[src/design/rhct_pkg.sv]
package rhct_pkg;

  // number of quotient bits, one divider cell per bit
  localparam int unsigned DivSteps = 8;

  // hue sector offsets
  localparam logic [7:0] HueBaseRed   = 8'd0;
  localparam logic [7:0] HueBaseGreen = 8'd85;
  localparam logic [7:0] HueBaseBlue  = 8'd171;

  // scale factors of the two dividends
  localparam logic [7:0] SatScale = 8'd255;
  localparam logic [5:0] HueScale = 6'd43;

  // register reset values
  localparam logic [7:0] HueLowRst  = 8'd121;
  localparam logic [7:0] HueHighRst = 8'd179;
  localparam logic [7:0] SatLowRst  = 8'd158;
  localparam logic [7:0] SatHighRst = 8'd255;
  localparam logic [7:0] ValLowRst  = 8'd41;
  localparam logic [7:0] ValHighRst = 8'd255;

  // configuration register indexes
  typedef enum logic [2:0] {
    RegHueLow  = 3'd0,
    RegHueHigh = 3'd1,
    RegSatLow  = 3'd2,
    RegSatHigh = 3'd3,
    RegValLow  = 3'd4,
    RegValHigh = 3'd5
  } cfg_reg_e;

  // one restoring divider lane: partial remainder, dividend bits left, divisor, quotient
  typedef struct packed {
    logic [7:0]  rem;
    logic [15:0] num;
    logic [7:0]  den;
    logic [7:0]  quo;
  } div_lane_t;

  // everything that travels down the row of cells with one pixel
  typedef struct packed {
    div_lane_t  sat;
    div_lane_t  hue;
    logic [7:0] hue_base;
    logic       hue_neg;
    logic       zero_hue;
    logic       zero_sat;
    logic [7:0] val;
  } cell_data_t;

endpackage

[src/design/rhct_front.sv]
module rhct_front (
  input  logic                clk_i,
  input  logic                rst_ni,
  input  logic                vld_i,
  input  logic [15:0]         pixel_rgb565_i,
  output logic                vld_o,
  output rhct_pkg::cell_data_t data_o
);
  import rhct_pkg::*;

  logic [7:0]  r, g, b;
  logic [7:0]  mx, mn, delta;
  logic [8:0]  diff;
  logic [7:0]  diff_abs;
  logic [15:0] sat_num, hue_num;
  logic [13:0] hue_prod;
  logic [7:0]  base;
  logic        red_max, green_max;

  cell_data_t data_d, data_q;
  logic       vld_q;

  // channel expansion
  assign r = {pixel_rgb565_i[15:11], 3'b000};
  assign g = {pixel_rgb565_i[10:5], 2'b00};
  assign b = {pixel_rgb565_i[4:0], 3'b000};

  // largest channel with ties to red, then green
  assign red_max   = (r >= g) && (r >= b);
  assign green_max = !red_max && (g >= b);

  always_comb begin
    if (red_max) begin
      mx   = r;
      base = HueBaseRed;
      diff = {1'b0, g} - {1'b0, b};
    end else if (green_max) begin
      mx   = g;
      base = HueBaseGreen;
      diff = {1'b0, b} - {1'b0, r};
    end else begin
      mx   = b;
      base = HueBaseBlue;
      diff = {1'b0, r} - {1'b0, g};
    end
  end

  // smallest channel
  always_comb begin
    mn = (r < g) ? r : g;
    if (b < mn) begin
      mn = b;
    end
  end

  assign delta    = mx - mn;
  assign diff_abs = diff[8] ? 8'(-diff) : diff[7:0];

  // dividends: 255 * delta and 43 * |diff|
  assign sat_num  = 16'({delta, 8'h00}) - 16'(delta);
  assign hue_prod = 14'(diff_abs) * 14'(HueScale);
  assign hue_num  = 16'(hue_prod);

  // seed both divider lanes, upper dividend byte as first remainder
  always_comb begin
    data_d.sat.rem  = sat_num[15:8];
    data_d.sat.num  = {sat_num[7:0], 8'h00};
    data_d.sat.den  = mx;
    data_d.sat.quo  = '0;
    data_d.hue.rem  = hue_num[15:8];
    data_d.hue.num  = {hue_num[7:0], 8'h00};
    data_d.hue.den  = delta;
    data_d.hue.quo  = '0;
    data_d.hue_base = base;
    data_d.hue_neg  = diff[8];
    data_d.zero_hue = (mx == 8'd0) || (delta == 8'd0);
    data_d.zero_sat = (mx == 8'd0);
    data_d.val      = mx;
  end

  always_ff @(posedge clk_i or negedge rst_ni) begin
    if (!rst_ni) begin
      vld_q <= 1'b0;
    end else begin
      vld_q <= vld_i;
    end
  end

  always_ff @(posedge clk_i) begin
    data_q <= data_d;
  end

  assign vld_o  = vld_q;
  assign data_o = data_q;

endmodule

[src/design/rhct_div_cell.sv]
module rhct_div_cell (
  input  logic                clk_i,
  input  logic                rst_ni,
  input  logic                vld_i,
  input  rhct_pkg::cell_data_t data_i,
  output logic                vld_o,
  output rhct_pkg::cell_data_t data_o
);
  import rhct_pkg::*;

  cell_data_t data_d, data_q;
  logic       vld_q;

  // one restoring step on a lane: shift in a dividend bit, subtract if it fits
  function automatic div_lane_t div_step(input div_lane_t lane);
    logic [8:0] rem_ext;
    logic [8:0] rem_sub;
    logic       fits;
    div_lane_t  res;
    rem_ext = {lane.rem, lane.num[15]};
    rem_sub = rem_ext - {1'b0, lane.den};
    fits    = rem_ext >= {1'b0, lane.den};
    res.rem = fits ? rem_sub[7:0] : rem_ext[7:0];
    res.num = {lane.num[14:0], 1'b0};
    res.den = lane.den;
    res.quo = {lane.quo[6:0], fits};
    return res;
  endfunction

  always_comb begin
    data_d     = data_i;
    data_d.sat = div_step(data_i.sat);
    data_d.hue = div_step(data_i.hue);
  end

  always_ff @(posedge clk_i or negedge rst_ni) begin
    if (!rst_ni) begin
      vld_q <= 1'b0;
    end else begin
      vld_q <= vld_i;
    end
  end

  always_ff @(posedge clk_i) begin
    data_q <= data_d;
  end

  assign vld_o  = vld_q;
  assign data_o = data_q;

endmodule

[src/design/rgb565_hsv_color_threshold.sv]
// throughput: one pixel per cycle; a front stage, a row of 8 divider cells
// (one quotient bit each) and an output register
// busy is never raised and the receiver cannot stall: one result beat per pixel
// reset: strobe and pipeline valid bits cleared, bounds return to their defaults
module rgb565_hsv_color_threshold (
  input  logic        clk_i,
  input  logic        rst_ni,
  input  logic        start,
  output logic        busy,
  input  logic [15:0] pixel_rgb565_i,
  input  logic        cfg_we_i,
  input  logic [2:0]  cfg_idx_i,
  input  logic [7:0]  cfg_data_i,
  output logic        done_o,
  output logic        in_range_o,
  output logic [7:0]  hue_o,
  output logic [7:0]  saturation_o,
  output logic [7:0]  brightness_o
);
  import rhct_pkg::*;

  logic       vld_chain [DivSteps+1];
  cell_data_t data_chain[DivSteps+1];

  logic [7:0] hue_low_q, hue_high_q, sat_low_q, sat_high_q, val_low_q, val_high_q;

  cell_data_t last;
  logic [7:0] hue_d, sat_d;
  logic       in_range_d;

  logic       done_q, in_range_q;
  logic [7:0] hue_q, sat_q, val_q;

  assign busy = 1'b0;

  // bound registers
  always_ff @(posedge clk_i or negedge rst_ni) begin
    if (!rst_ni) begin
      hue_low_q  <= HueLowRst;
      hue_high_q <= HueHighRst;
      sat_low_q  <= SatLowRst;
      sat_high_q <= SatHighRst;
      val_low_q  <= ValLowRst;
      val_high_q <= ValHighRst;
    end else if (cfg_we_i) begin
      unique case (cfg_idx_i)
        RegHueLow:  hue_low_q  <= cfg_data_i;
        RegHueHigh: hue_high_q <= cfg_data_i;
        RegSatLow:  sat_low_q  <= cfg_data_i;
        RegSatHigh: sat_high_q <= cfg_data_i;
        RegValLow:  val_low_q  <= cfg_data_i;
        RegValHigh: val_high_q <= cfg_data_i;
        default: ;
      endcase
    end
  end

  // channel expansion, max/min and dividend setup
  rhct_front u_front (
    .clk_i          (clk_i),
    .rst_ni         (rst_ni),
    .vld_i          (start && !busy),
    .pixel_rgb565_i (pixel_rgb565_i),
    .vld_o          (vld_chain[0]),
    .data_o         (data_chain[0])
  );

  // row of divider cells
  for (genvar i = 0; i < DivSteps; i++) begin : g_cell
    rhct_div_cell u_cell (
      .clk_i  (clk_i),
      .rst_ni (rst_ni),
      .vld_i  (vld_chain[i]),
      .data_i (data_chain[i]),
      .vld_o  (vld_chain[i+1]),
      .data_o (data_chain[i+1])
    );
  end

  assign last = data_chain[DivSteps];

  // hue offset sign, black and grey cases
  always_comb begin
    sat_d = last.zero_sat ? 8'd0 : last.sat.quo;
    if (last.zero_hue || (sat_d == 8'd0)) begin
      hue_d = 8'd0;
    end else if (last.hue_neg) begin
      hue_d = last.hue_base - last.hue.quo;
    end else begin
      hue_d = last.hue_base + last.hue.quo;
    end
    in_range_d = (hue_d >= hue_low_q) && (hue_d <= hue_high_q)
              && (sat_d >= sat_low_q) && (sat_d <= sat_high_q)
              && (last.val >= val_low_q) && (last.val <= val_high_q);
  end

  // result beat register
  always_ff @(posedge clk_i or negedge rst_ni) begin
    if (!rst_ni) begin
      done_q <= 1'b0;
    end else begin
      done_q <= vld_chain[DivSteps];
    end
  end

  always_ff @(posedge clk_i) begin
    in_range_q <= in_range_d;
    hue_q      <= hue_d;
    sat_q      <= sat_d;
    val_q      <= last.val;
  end

  assign done_o       = done_q;
  assign in_range_o   = in_range_q;
  assign hue_o        = hue_q;
  assign saturation_o = sat_q;
  assign brightness_o = val_q;

endmodule

[config.mk]
export PLATFORM = sky130hd
export DESIGN_NAME = rgb565_hsv_color_threshold
export DESIGN_NICKNAME = d
export VERILOG_FILES = /design/src/design/rhct_pkg.sv /design/src/design/rhct_front.sv /design/src/design/rhct_div_cell.sv /design/src/design/rgb565_hsv_color_threshold.sv
export SDC_FILE = /design/constraint.sdc
export NUM_CORES = 1
export LEC_CHECK = 0
export ABC_AREA = 0
export BUFFER_PORTS_ARGS = -buffer_cell sky130_fd_sc_hd__buf_2
export CORE_MARGIN = 10
export CORE_UTILIZATION = 36
export CTS_BUF_LIST = sky130_fd_sc_hd__clkbuf_16
export DETAILED_ROUTE_END_ITERATION = 10
export GPL_TIMING_DRIVEN = 0
export SYNTH_ARGS = -nofsm -noshare
export SYNTH_HDL_FRONTEND = slang
export SYNTH_SLANG_ARGS = --single-unit
[constraint.sdc]
create_clock -name clk_i -period 5.75 [get_ports clk_i]
set_input_delay 0.575 -clock clk_i [delete_from_list [all_inputs] [get_ports clk_i]]
set_output_delay 0.575 -clock clk_i [all_outputs]
set_load 0.02 [all_outputs]
==> results.yml <==
sta:
  slew_violations: 0
  hold_viol: 0
  period_needed_ns: 5.49
  fin_ws_ns: 0.264
  max_slew_margin_pct: 19.8
  worst_pin_slew_ns: 1.19
  rsz0062_at_grt: "yes"
  fin_crit_sh_pct: 95.4
  setup_viol: 0
  max_clock_freq_mhz: 182
  worst_clock_skew_ns: 0.0176
synthesis:
  synth-simple-area-share_pct: 8.06
  synth.yosys.seq_area_share_pct: 51.1
  yosys_most_used_dff: "dfxtp_1"
  synth_enable_flop_cells: 0
  synth_fa_ha_area_share_pct: 15.9
  ys_types: 68
  async_reset_ff_share_pct: 12.4
  synth_mux_area_share_pct: 5.71
  syn_avg_cell_area_sq_um: 10.8
  synth_warnings: 0
  synth_compound_area_share_pct: 10.2
  synth_xor_xnor_area_share_pct: 3.01
  syn_area_sq_mm: 0.0189
  netlist_instances: 1755
  ys_ff_latch: 467
  synth_top_family_by_area: "adder cells"
power:
  p_leak_nw: 10.2
  pwr_density_cell_mw_per_mm2: 651
  power_mw: 14.2
  peakVddDrop_v: 0.000358
finish:
  drive_gt1_share_pct: 14.8
  nNetsFinal: 2128
  area_growth_pct: 15.0
  largest_reg_flops: 343
  fillers: 5018
  multi_input_area_sq_mm: 0.00823
  regArea_sq_mm: 0.00968
  num_antenna_cells: 0
  final_cells: 2595
  postLayoutCoreUtil_pct: 41.6
detailed_routing:
  viasPerCell: 4.52
  wirelength_mm: 33.6
  wl_per_cell_microns: 12.9
  dr.pass1.iters: 4
  drtAntennaViolNets: 0
  vias: 11700
  drcViolationCount: 0
  drt_iter0_drc: 390
clock_tree:
  clk_latency_ns: 0.55
  htreeDepth: 2
  clk_path_buf_depth: 3
  clk_pin_slew_ns: 0.06
  cts_buffers: 47
  cts_sinks: 467
  cts_tree: "done"
  cts_hold_buf: 0
  root_buffer: "clkbuf_16"
floorplanning:
  coreArea_sq_mm: 0.0523
  dieArea_sq_mm: 0.0622
  initial_core_util_pct: 36.2
  chipWidth_microns: 249
  std_cell_rows: 84
  die-height_microns: 249
  io_pins: 58
global_routing:
  antenna_found_initial: 0
  grt_pass1_wl_mm: 57.5
  grt_max_degree: 59
  globalRouteOverflowTotal: 0
  gr-usage-all-layers_pct: 10.7
  grt_pass1_vias: 12300
placed_design:
  pre_cts_slack_ns: -0.903
  place_congestion: 0.842
  portBuffers: 54
  dp_hpwl_mm: 25.7
  dp.cells: 2499
flow_run:
  drv_cap: 0
critical_path:
  endpoint_kind: "register"
  slowest_stage: "fa_1"
  path_max_fanout: 10
  cp.required_ns: 6.23
  cp_data_arrival_time_ns: 5.96
  rrSetupSlack_ns: 1.69
  start_kind: "input pin"
  path_class: "input pin to register"
  crit_path_max_incr_delay_ns: 0.49
min_path:
  holdCritPathClass: "input pin to asynchronous set/reset pin"
outcome:
  outcome: "finished, final reports clean"
[worst paths after layout]
check                                            start                          end  cells after the start
min in group clk_i                               start                u_front.vld_o                      1
setup reg to reg           g_cell[7].u_cell.data_o[19]                   in_range_o                     19
hold / removal                                  rst_ni                 sat_low_q[5]                      1
setup / recovery                     pixel_rgb565_i[0]           u_front.data_o[56]                     29
hold reg to reg            g_cell[3].u_cell.data_o[16]  g_cell[4].u_cell.data_o[16]                      0
max in group asynchronous                       rst_ni                       done_o                      1
[per-stage QoR]
stage                     area (sq um)  TNS (ns)  hold slack, ns
after floorplan                  19000         0           0.279
after global placement           20100     -7.24           0.311
after detailed placement         20100     -9.82           0.312
after CTS                        21700         0           0.138
after global routing             21800   -0.0596           0.136
final                            21800         0          0.0901
[report_power, final]
group          internal [mW]  switching (mW)  leakage (nW)
clock                   1.70            1.23         0.766
sequential              4.59           0.501          4.08
combinational           2.96            3.21          5.33
total                   9.24            4.94          10.2
[synthesized netlist by cell type, types with 3 or more instances]
cell type	n	area, sq um
dfxtp_1	409	8190
inv_1	266	998
ha_1	203	2540
o21ai_0	118	591
nor2_1	83	312
nand2_1	76	285
mux2_2	65	732
a21oi_1	61	305
xnor2_1	53	464
nor2b_1	50	313
mux2i_1	35	350
dfstp_2	34	893
a21o_1	24	180
dfrtp_1	24	601
fa_1	24	480
nand4_1	20	125
clkbuf_1	19	71.3
nand2b_1	16	100
a21boi_0	15	113
o211a_1	15	150
or4_1	14	105
nor3_1	12	60.1
xor2_1	12	105
o41ai_1	10	87.6
o21bai_1	7	52.6
a211oi_1	6	45.0
o211ai_1	6	45.0
o21a_1	6	45.0
or2_2	6	37.5
nor4_1	5	31.3
o31ai_1	5	37.5
a211o_1	4	35.0
a31oi_1	4	25.0
buf_4	3	22.5
nor4bb_1	3	30.0
[critical path, delay by kind of cell]
family	cells	cell delay (ns)
AND/OR/NAND/NOR	3	0.28
AO/OA/AOI/OAI	11	1.81
XOR/XNOR	2	0.28
buffers and inverters	6	0.65
adder cells (fa/ha/maj)	7	2.37
[metal layers]
| metal | vias to the layer above | global-route usage, % | share of wire, % |
|---|---|---|---|
| li1 | 6100 | - | - |
| met4 | 0 | 3.77 | 2.6 |
| met2 | 173 | 19.7 | 50 |
| met5 | - | 0 | 0 |
| met1 | 5392 | 12.1 | 43 |
| met3 | 73 | 2.02 | 4.2 |
[layout make-up]
| cell class | count | share of cell area, % |
|---|---|---|
| flip-flops and latches | 467 | 44.5 |
| well taps | 688 | 3.95 |
| clock inverters | 37 | 1.36 |
| clock buffers | 49 | 5.63 |
| plain buffers | 24 | 0.540 |
| repair buffers | 65 | 1.63 |
| inverters | 267 | 4.60 |
| multi-input cells | 998 | 37.8 |
[cells in the final DEF (no fill, tap or decap), drive strengths merged, types with 3 or more instances in the layout]
cell type  instances
a22oi              3
dfstp             34
ha               203
a31oi              5
o31ai              5
nor4               5
a21boi            15
clkbuf            67
nand2             77
or2                7
dfrtp             24
buf               71
a211o              4
o21a               6
a21o              24
or4               14
nor2b             50
fa                24
inv              275
nor4bb             3
dfxtp            409
nor3              12
a21oi             63
o211ai             6
clkinv            24
mux2              65
nand4             20
conb               3
a211oi             7
nand2b            16
o21bai             7
o211a             15
o21ai            121
bufinv             3
nor2              83
xor2              12
xnor2             53
o41ai             10
mux2i             35
[timing repair]
| action | 4_1_cts | 5_1_grt |
|---|---|---|
| pin swaps | 2 | 7 |
| hold endpoints to repair | 0 | 0 |
| endpoints found under the setup margin | 9 | 15 |
| gates resized for setup | 6 | 13 |
| buffers inserted | 2 | 9 |
[cells by family after synthesis]
group,Yosys count
muxes,100
DFF,467
AOI/OAI and AO/OA,301
xor gates and xnor gates,65
and+or+nand+nor,302
adders and majority gates,227
buffers and inverters,292
other,1
No activity file was read; power rests on OpenSTA's default activity.
